===== config.mk =====
export PLATFORM = sky130hd
export DESIGN_NAME = datetime_text_to_epoch
export DESIGN_NICKNAME = d
export VERILOG_FILES = /design/src/rtl/dtte_pkg.sv /design/src/rtl/datetime_text_to_epoch.sv
export SDC_FILE = /design/constraint.sdc
export NUM_CORES = 1
export LEC_CHECK = 0
export BUFFER_PORTS_ARGS = -buffer_cell sky130_fd_sc_hd__buf_2
export CORE_UTILIZATION = 45
export DETAILED_ROUTE_END_ITERATION = 8
export PLACE_DENSITY = 0.62
export SLEW_MARGIN = 20
export SYNTH_ARGS = -nofsm -noshare
export SYNTH_HDL_FRONTEND = slang
export SYNTH_SLANG_ARGS = --single-unit

===== constraint.sdc =====
create_clock -name clock -period 9.35 [get_ports clock]
set_input_delay 0 -clock clock [delete_from_list [all_inputs] [get_ports clock]]
set_output_delay 0 -clock clock [all_outputs]
set_load 0.01 [all_outputs]

===== src/rtl/dtte_pkg.sv =====
// ----------------------------------------------------------------------------
// dtte_pkg
// Types, character codes and calendar tables for the datetime text parser.
// ----------------------------------------------------------------------------
package dtte_pkg;

   // sequencer states: text collection, range check, one state per
   // multiply-add step of the shared unit, result hand-off
   typedef enum logic [3:0] {
      ST_COLLECT,
      ST_CHECK,
      ST_YEARS,
      ST_MONTH,
      ST_DAY,
      ST_HOUR,
      ST_MINUTE,
      ST_SECOND,
      ST_DONE
   } dtte_state_type;

   localparam logic [7:0] CHAR_ZERO  = 8'h30;
   localparam logic [7:0] CHAR_NINE  = 8'h39;
   localparam logic [7:0] CHAR_DASH  = 8'h2D;
   localparam logic [7:0] CHAR_COLON = 8'h3A;
   localparam logic [7:0] CHAR_SPACE = 8'h20;
   localparam logic [7:0] CHAR_T     = 8'h54;

   localparam logic [4:0] POS_DATE_DASH1 = 5'd4;
   localparam logic [4:0] POS_DATE_DASH2 = 5'd7;
   localparam logic [4:0] POS_SEPARATOR  = 5'd10;
   localparam logic [4:0] POS_COLON1     = 5'd13;
   localparam logic [4:0] POS_COLON2     = 5'd16;
   localparam logic [4:0] TEXT_LEN       = 5'd19;
   localparam logic [4:0] POS_SAT        = 5'd20;

   localparam logic [13:0] YEAR_MIN = 14'd2000;
   localparam logic [13:0] YEAR_MAX = 14'd2099;
   localparam logic [7:0]  YEARS_1970_TO_2000 = 8'd30;
   localparam logic [5:0]  LEAPS_1970_TO_2000 = 6'd7;

   localparam logic [6:0] MONTH_MAX  = 7'd12;
   localparam logic [6:0] MONTH_FEB  = 7'd2;
   localparam logic [6:0] FEB_LEAP   = 7'd29;
   localparam logic [6:0] HOUR_MAX   = 7'd23;
   localparam logic [6:0] MINSEC_MAX = 7'd59;

   localparam logic [8:0] DAYS_PER_YEAR  = 9'd365;
   localparam logic [8:0] HOURS_PER_DAY  = 9'd24;
   localparam logic [8:0] SIXTY          = 9'd60;
   localparam logic [8:0] ONE            = 9'd1;

   // days in the year before the first of the month, month 1 to 12
   function automatic logic [8:0] days_before_month(input logic [3:0] month);
      logic [8:0] days;
      case (month)
         4'd1:    days = 9'd0;
         4'd2:    days = 9'd31;
         4'd3:    days = 9'd59;
         4'd4:    days = 9'd90;
         4'd5:    days = 9'd120;
         4'd6:    days = 9'd151;
         4'd7:    days = 9'd181;
         4'd8:    days = 9'd212;
         4'd9:    days = 9'd243;
         4'd10:   days = 9'd273;
         4'd11:   days = 9'd304;
         4'd12:   days = 9'd334;
         default: days = 9'd0;
      endcase
      return days;
   endfunction

   // days in a month of a common year
   function automatic logic [6:0] month_length(input logic [3:0] month);
      logic [6:0] days;
      case (month)
         4'd2:    days = 7'd28;
         4'd4:    days = 7'd30;
         4'd6:    days = 7'd30;
         4'd9:    days = 7'd30;
         4'd11:   days = 7'd30;
         default: days = 7'd31;
      endcase
      return days;
   endfunction

endpackage


===== src/rtl/datetime_text_to_epoch.sv =====
// ----------------------------------------------------------------------------
// datetime_text_to_epoch
// Parses YYYY-MM-DD HH:MM:SS (space or T separator) one character per
// transfer and returns a valid flag and the UTC seconds since 1970.
//
// A character transfer is accepted whenever it is offered while the text is
// collected. After the character flagged last, the block stalls its input
// through one range check, six multiply-add steps of a single 32x9
// multiplier with adder and one result load, longer while an earlier result
// still waits in the output register. The result is held in that output
// register until it is taken; the next text may start while that result
// waits. A text that fails a check skips the multiply-add steps and stalls
// the input through the range check and the result load. Years 2000 to
// 2099 are accepted; a failing text gives a valid flag of 0 and zero seconds.
// ----------------------------------------------------------------------------
module datetime_text_to_epoch (
   input  logic        clock,
   input  logic        reset,
   input  logic        req_valid,
   output logic        req_stall,
   input  logic [7:0]  req_char_code,
   input  logic        req_is_last,
   output logic        rsp_valid,
   input  logic        rsp_stall,
   output logic        rsp_valid_res,
   output logic [31:0] rsp_epoch_seconds
);
   import dtte_pkg::*;

   dtte_state_type state_ff, state_in;
   logic [4:0]  pos_ff, pos_in;
   logic [13:0] year_ff, year_in;
   logic [6:0]  month_ff, month_in;
   logic [6:0]  day_ff, day_in;
   logic [6:0]  hour_ff, hour_in;
   logic [6:0]  minute_ff, minute_in;
   logic [6:0]  second_ff, second_in;
   logic        shape_ok_ff, shape_ok_in;
   logic        ok_ff, ok_in;
   logic [31:0] acc_ff, acc_in;
   logic        rsp_valid_ff, rsp_valid_in;
   logic        rsp_valid_res_ff, rsp_valid_res_in;
   logic [31:0] rsp_epoch_ff, rsp_epoch_in;

   logic        req_accept;
   logic        out_free;
   logic        is_digit;
   logic [3:0]  digit;
   logic [6:0]  year_off;
   logic [7:0]  years_since_epoch;
   logic [7:0]  leap_sum;
   logic [5:0]  leap_days;
   logic        year_is_leap;
   logic [3:0]  month_idx;
   logic [8:0]  month_offset;
   logic [6:0]  day_limit;
   logic        year_ok, month_ok, day_ok, time_ok;
   logic [31:0] mul_a;
   logic [8:0]  mul_b;
   logic [31:0] add_c;
   logic [40:0] mul_p;
   logic [31:0] mac;

   always_ff @(posedge clock) begin
      if (reset) begin
         state_ff     <= ST_COLLECT;
         pos_ff       <= '0;
         year_ff      <= '0;
         month_ff     <= '0;
         day_ff       <= '0;
         hour_ff      <= '0;
         minute_ff    <= '0;
         second_ff    <= '0;
         shape_ok_ff  <= 1'b1;
         rsp_valid_ff <= 1'b0;
      end else begin
         state_ff     <= state_in;
         pos_ff       <= pos_in;
         year_ff      <= year_in;
         month_ff     <= month_in;
         day_ff       <= day_in;
         hour_ff      <= hour_in;
         minute_ff    <= minute_in;
         second_ff    <= second_in;
         shape_ok_ff  <= shape_ok_in;
         rsp_valid_ff <= rsp_valid_in;
      end
   end

   always_ff @(posedge clock) begin
      ok_ff            <= ok_in;
      acc_ff           <= acc_in;
      rsp_valid_res_ff <= rsp_valid_res_in;
      rsp_epoch_ff     <= rsp_epoch_in;
   end

   // calendar terms, valid once the year is known to be in range
   always_comb begin
      year_off          = 7'(year_ff - YEAR_MIN);
      years_since_epoch = 8'({1'b0, year_off} + YEARS_1970_TO_2000);
      year_is_leap      = (year_off[1:0] == 2'b00);
      // leap days from 1970 up to the start of the year: 7 + (off + 3) / 4
      leap_sum          = 8'({1'b0, year_off} + 8'd3);
      leap_days         = leap_sum[7:2] + LEAPS_1970_TO_2000;
      month_idx         = month_ff[3:0];
      month_offset      = days_before_month(month_idx) +
                          9'((month_ff > MONTH_FEB) && year_is_leap);
      day_limit         = ((month_ff == MONTH_FEB) && year_is_leap) ?
                          FEB_LEAP : month_length(month_idx);
      year_ok           = (year_ff >= YEAR_MIN) && (year_ff <= YEAR_MAX);
      month_ok          = (month_ff != 7'd0) && (month_ff <= MONTH_MAX);
      day_ok            = (day_ff != 7'd0) && (day_ff <= day_limit);
      time_ok           = (hour_ff <= HOUR_MAX) && (minute_ff <= MINSEC_MAX) &&
                          (second_ff <= MINSEC_MAX);
   end

   // shared multiply-add unit: acc = a * b + c
   always_comb begin
      mul_a = acc_ff;
      mul_b = ONE;
      add_c = '0;
      case (state_ff)
         ST_YEARS: begin
            mul_a = {24'd0, years_since_epoch};
            mul_b = DAYS_PER_YEAR;
            add_c = {26'd0, leap_days};
         end
         ST_MONTH: begin
            add_c = {23'd0, month_offset};
         end
         ST_DAY: begin
            add_c = {25'd0, 7'(day_ff - 7'd1)};
         end
         ST_HOUR: begin
            mul_b = HOURS_PER_DAY;
            add_c = {25'd0, hour_ff};
         end
         ST_MINUTE: begin
            mul_b = SIXTY;
            add_c = {25'd0, minute_ff};
         end
         ST_SECOND: begin
            mul_b = SIXTY;
            add_c = {25'd0, second_ff};
         end
         default: begin
            mul_b = ONE;
         end
      endcase
      mul_p = mul_a * mul_b;
      mac   = mul_p[31:0] + add_c;
   end

   always_comb begin
      state_in         = state_ff;
      pos_in           = pos_ff;
      year_in          = year_ff;
      month_in         = month_ff;
      day_in           = day_ff;
      hour_in          = hour_ff;
      minute_in        = minute_ff;
      second_in        = second_ff;
      shape_ok_in      = shape_ok_ff;
      ok_in            = ok_ff;
      acc_in           = acc_ff;
      rsp_valid_res_in = rsp_valid_res_ff;
      rsp_epoch_in     = rsp_epoch_ff;

      out_free     = !rsp_valid_ff || !rsp_stall;
      rsp_valid_in = rsp_valid_ff && rsp_stall;

      req_accept = req_valid && (state_ff == ST_COLLECT);
      is_digit   = (req_char_code >= CHAR_ZERO) && (req_char_code <= CHAR_NINE);
      // ascii digits carry their value in the low nibble
      digit      = req_char_code[3:0];

      case (state_ff)
         ST_COLLECT: begin
            if (req_accept) begin
               if (pos_ff < TEXT_LEN) begin
                  if ((pos_ff == POS_DATE_DASH1) || (pos_ff == POS_DATE_DASH2)) begin
                     if (req_char_code != CHAR_DASH) shape_ok_in = 1'b0;
                  end else if ((pos_ff == POS_COLON1) || (pos_ff == POS_COLON2)) begin
                     if (req_char_code != CHAR_COLON) shape_ok_in = 1'b0;
                  end else if (pos_ff == POS_SEPARATOR) begin
                     if ((req_char_code != CHAR_SPACE) && (req_char_code != CHAR_T))
                        shape_ok_in = 1'b0;
                  end else if (!is_digit) begin
                     shape_ok_in = 1'b0;
                  end else if (pos_ff < POS_DATE_DASH1) begin
                     year_in = (year_ff << 3) + (year_ff << 1) + {10'd0, digit};
                  end else if (pos_ff < POS_DATE_DASH2) begin
                     month_in = (month_ff << 3) + (month_ff << 1) + {3'd0, digit};
                  end else if (pos_ff < POS_SEPARATOR) begin
                     day_in = (day_ff << 3) + (day_ff << 1) + {3'd0, digit};
                  end else if (pos_ff < POS_COLON1) begin
                     hour_in = (hour_ff << 3) + (hour_ff << 1) + {3'd0, digit};
                  end else if (pos_ff < POS_COLON2) begin
                     minute_in = (minute_ff << 3) + (minute_ff << 1) + {3'd0, digit};
                  end else begin
                     second_in = (second_ff << 3) + (second_ff << 1) + {3'd0, digit};
                  end
               end else begin
                  shape_ok_in = 1'b0;
               end
               if (pos_ff < POS_SAT) pos_in = pos_ff + 5'd1;
               if (req_is_last) state_in = ST_CHECK;
            end
         end
         ST_CHECK: begin
            ok_in  = shape_ok_ff && (pos_ff == TEXT_LEN) && year_ok && month_ok &&
                     day_ok && time_ok;
            acc_in = '0;
            state_in = ok_in ? ST_YEARS : ST_DONE;
         end
         ST_YEARS: begin
            acc_in   = mac;
            state_in = ST_MONTH;
         end
         ST_MONTH: begin
            acc_in   = mac;
            state_in = ST_DAY;
         end
         ST_DAY: begin
            acc_in   = mac;
            state_in = ST_HOUR;
         end
         ST_HOUR: begin
            acc_in   = mac;
            state_in = ST_MINUTE;
         end
         ST_MINUTE: begin
            acc_in   = mac;
            state_in = ST_SECOND;
         end
         ST_SECOND: begin
            acc_in   = mac;
            state_in = ST_DONE;
         end
         ST_DONE: begin
            if (out_free) begin
               rsp_valid_in     = 1'b1;
               rsp_valid_res_in = ok_ff;
               rsp_epoch_in     = acc_ff;
               // back to the reset values for the next text
               pos_in      = '0;
               year_in     = '0;
               month_in    = '0;
               day_in      = '0;
               hour_in     = '0;
               minute_in   = '0;
               second_in   = '0;
               shape_ok_in = 1'b1;
               state_in    = ST_COLLECT;
            end
         end
         default: begin
            state_in = ST_COLLECT;
         end
      endcase
   end

   assign req_stall         = (state_ff != ST_COLLECT);
   assign rsp_valid         = rsp_valid_ff;
   assign rsp_valid_res     = rsp_valid_res_ff;
   assign rsp_epoch_seconds = rsp_epoch_ff;

endmodule


==> impl_results.md <==
* Status: finished clean
* Arr. time, crit path at roughly 8.1 ns
* Clock network fraction of design power at 0.389
* Placed insts at 2100
* Final WL at between 30000 and 40000 um
* Crit-path leading delay family: adder cells
* Synth Area in Adders at 0.353
* Critical-path cell with the highest stage delay: dfxtp_2
* Syn-to-layout area delta at 9.54%
* CP Cell Sequence: nor2b_1, nand2_1, buf_4, nor2_1, a21oi_1, nor2_1, fa_1, ha_1, inv_1, fa_1, inv_1, fa_1, inv_1, fa_1, inv_1, ha_1, or3_1, o221a_2, o41ai_4, o21ai_1, a2111oi_0, o211ai_1, o31ai_1
* Clock Path Buffers at 2
* Critical Path Max Stage Delay at 0.91 ns
* 1st-iter DRT viols at 572
* Post-synth top flop: dfxtp_1
* Vias at 11400
* Final core area utilization at 0.499
* Req. time, crit path at 9.62 ns
* Hold WC Path Type: in -> reg
* Initial core utilization at 0.456
* Combinational cell fraction of total power at 0.282
* Worst vdd ir at between 0.0001 and 0.00015 V
* Synth cell types at slightly below 90
* GRT met1 Usage at 0.291
* Final period utilization at 0.834
* CTS tree: yes
* Largest family of logic cells by synthesized area: adder cells
* Critical Path End Type: flop
* Die width at 186 um
* Vias in the first global route at roughly 12000
* Global Route met3 Usage at 0.0262
* Clock Skews at roughly 0.0087 ns
* Root Driver: clkbuf_16
* Num CTS Buffers at 17
* Sequential fraction of the synthesis area at 0.221
* Synth Warn # at 0
* Count leader, synth: inv_1
* Cell area after synthesis at 15200 um^2
* Post-CTS Resized at 0
* RSZ-0062 raised after global routing: false
* Final hold viol count at 0
* Fill cells at ~3200
* I/O Pins at between 40 and 50
* I/O Buffers at 47
* Clk_lat worst skew at 0.44 ns
* Max Slew Vio Count at 0
* Die Area at between 30000 and 40000 um^2
* Maximum clock frequency at 128 MHz
* Post-Syn Instances at ~1600
* Max_slew headroom at 0.324
* FP Rows at 67
* Crit-path max FO at 45
* CTS Sinks at 135
* Post-route ant nets at 0
* Post-CTS setup buffers at 0
* Final GP Congestion at 0.875
* Synth Area in XOR/XNOR at 0.0540
* Dpl hpwl at between 20000 and 30000 um
* Post-synth ARST share at 0
* Area leader, netlist: fa_1
* Pin count of the biggest net entering global routing at 59
* Busiest grt layer: met2
* Avg Vias per Cell at about 5.3
* Worst-path clk slew at about 0.060 ns
* Worst-Margin Slew at a little over 1 ns
* Switching share of total power at 0.320
* H-tree lvl count at 4
* Core box area at about 33000 um^2
* Final Total Pwr at 0.00208 W
* Syn avg cell area at 9.37 um^2
* GR Util met2 at 0.380
* First-pass GRT wire length at 59800 um
* GRT Total Usage at 0.224
* Pwr dens at 124 nW/um^2
* Final std cells w/o fill at between 2000 and 2500
* Synth top cells by count: inv_1 (224), ha_1 (203), nor2_1 (162)
* Worst path bufs/invs at 5
* Post-route minimum period at 7.80 ns
* EDFF count, synth at 66
* Sw Pwr at 0.000664 W
* Top post-synthesis cells by area: fa_1 (19%), ha_1 (17%), edfxtp_1 (13%), dfxtp_1 (9.1%), inv_1 (5.5%)
* Static leakage at just over 8 nW
* Hold_buf cts at 3
* Critical path type: reg -> reg
* Drt pass-1 iters at 5
* Sequential share of power at 0.329
* Nets@finish at between 2000 and 2500
* Post-Route Setup TNS at 0 ns
* Startpoint types: flop
* Diodes inserted at 0
* Share of layout cells above drive strength 1 at 0.0829
* Max cap viols at 0
* Die height at roughly 190 um
* Synth Area in Simple Gates at 0.165
* Internal power at 0.00141 W
* Post-synthesis register bit count at 135
* Compound-Gate Fraction of Synth Area at 0.115
* Post-synthesis mux area share at 0.0174
* Final hold slack at 0.188 ns
* Top-area cell type share of the netlist area at 0.186
* Wire length per cell at 16.7 um
* Residual DRC at 0
* Initial antenna violation count at 0
* # setup viols final at 0
* Congestion Overflow GR at 0
## metal layers
layer / part of all wire / up-vias
met3: 0.030 / 63
met5: 0 / -
met4: 0.034 / 0
li1: - / 5588
met1: 0.45 / 5517
met2: 0.49 / 200
## worst reg2reg max path, delay by kind of cell (launching register included)
family | cells | cell delay, ns
adders and majority gates | 6 | 2.58
DFF | 1 | 0.91
and+or+nand+nor | 5 | 1.68
AOI/OAI and AO/OA | 7 | 1.86
buffers and inverters | 5 | 0.62
## state kept, by name (all words and copies together) (netlist names), named ones only
signal and flops:
year_ff 14, rsp_valid 1, hour_ff 7, second_ff 7, minute_ff 7, rsp_epoch_seconds 32, pos_ff 5, ok_ff 1
state_ff 4, acc_ff 32, month_ff 7, rsp_valid_res 1, day_ff 7, shape_ok_ff 1
## power by group through the flow
stage          combinational, W  sequential [W]  clock, W
2_1_floorplan          0.000453        0.000679         0
3_3_place_gp           0.000574        0.000696         0
3_5_place_dp           0.000580        0.000696         0
4_1_cts                0.000586        0.000683  0.000823
5_1_grt                0.000670        0.000687  0.000844
6_report               0.000586        0.000683  0.000808
## layout by cell type, fill, tap and decap left out, drive strengths merged, types with 20 or more instances in the layout
| cell type | synthesis | layout |
|---|---|---|
| inv | 226 | 227 |
| ha | 203 | 203 |
| nor2 | 164 | 164 |
| fa | 142 | 142 |
| a21oi | 99 | 99 |
| dfxtp | 69 | 69 |
| edfxtp | 66 | 66 |
| xnor2 | 60 | 60 |
| nand2 | 59 | 59 |
| buf | 23 | 56 |
| and3 | 51 | 51 |
| and2 | 43 | 43 |
| o21ai | 40 | 40 |
| nor3 | 35 | 35 |
| xor2 | 34 | 34 |
| conb | 2 | 33 |
| nand3 | 32 | 32 |
| a21o | 27 | 27 |
| nand2b | 20 | 20 |
## final cells by class
class | instances | area [um^2] | area share
Timing Repair Buffer | 59 | 340 | 0.0204
Inverter | 226 | 848 | 0.0508
Multi-Input combinational cell | 1236 | 10900 | 0.653
Clock buffer | 18 | 429 | 0.0257
Tap cell | 448 | 561 | 0.0336
Clock inverter | 14 | 253 | 0.0151
Sequential cell | 135 | 3360 | 0.201
## final timing paths
path | cells past startpoint | slack (ns) | end | startpoint
worst min register to register | 1 | 0.45 | shape_ok_ff$_SDFFE_PP1P_ | shape_ok_ff$_SDFFE_PP1P_
worst max-delay path | 23 | 1.55 | acc_ff[21]$_SDFFCE_PP0P_ | state_ff[1]$_SDFFE_PP0P_
worst max register to register | 23 | 1.55 | acc_ff[21]$_SDFFCE_PP0P_ | state_ff[1]$_SDFFE_PP0P_
worst min-delay path | 3 | 0.19 | month_ff[5]$_SDFFE_PP0P_ | reset
## logic make-up after synthesis
| group | Yosys count |
|---|---|
| adder cells (fa/ha/maj) | 345 |
| AND/OR/NAND/NOR | 484 |
| XOR/XNOR | 94 |
| multiplexers | 20 |
| flip-flops | 135 |
| AO/OA/AOI/OAI | 260 |
| other | 2 |
| buffers and inverters | 287 |
## through the flow
| stage | cell area [um^2] | setup WS, ns |
|---|---|---|
| floorplan | 15400 | 2.90 |
| global placement | 16000 | 1.88 |
| detailed placement | 16000 | 1.61 |
| CTS | 16700 | 1.60 |
| global route | 16700 | 1.03 |
| finish | 16700 | 1.55 |
Power figures use the tool's default switching activity.
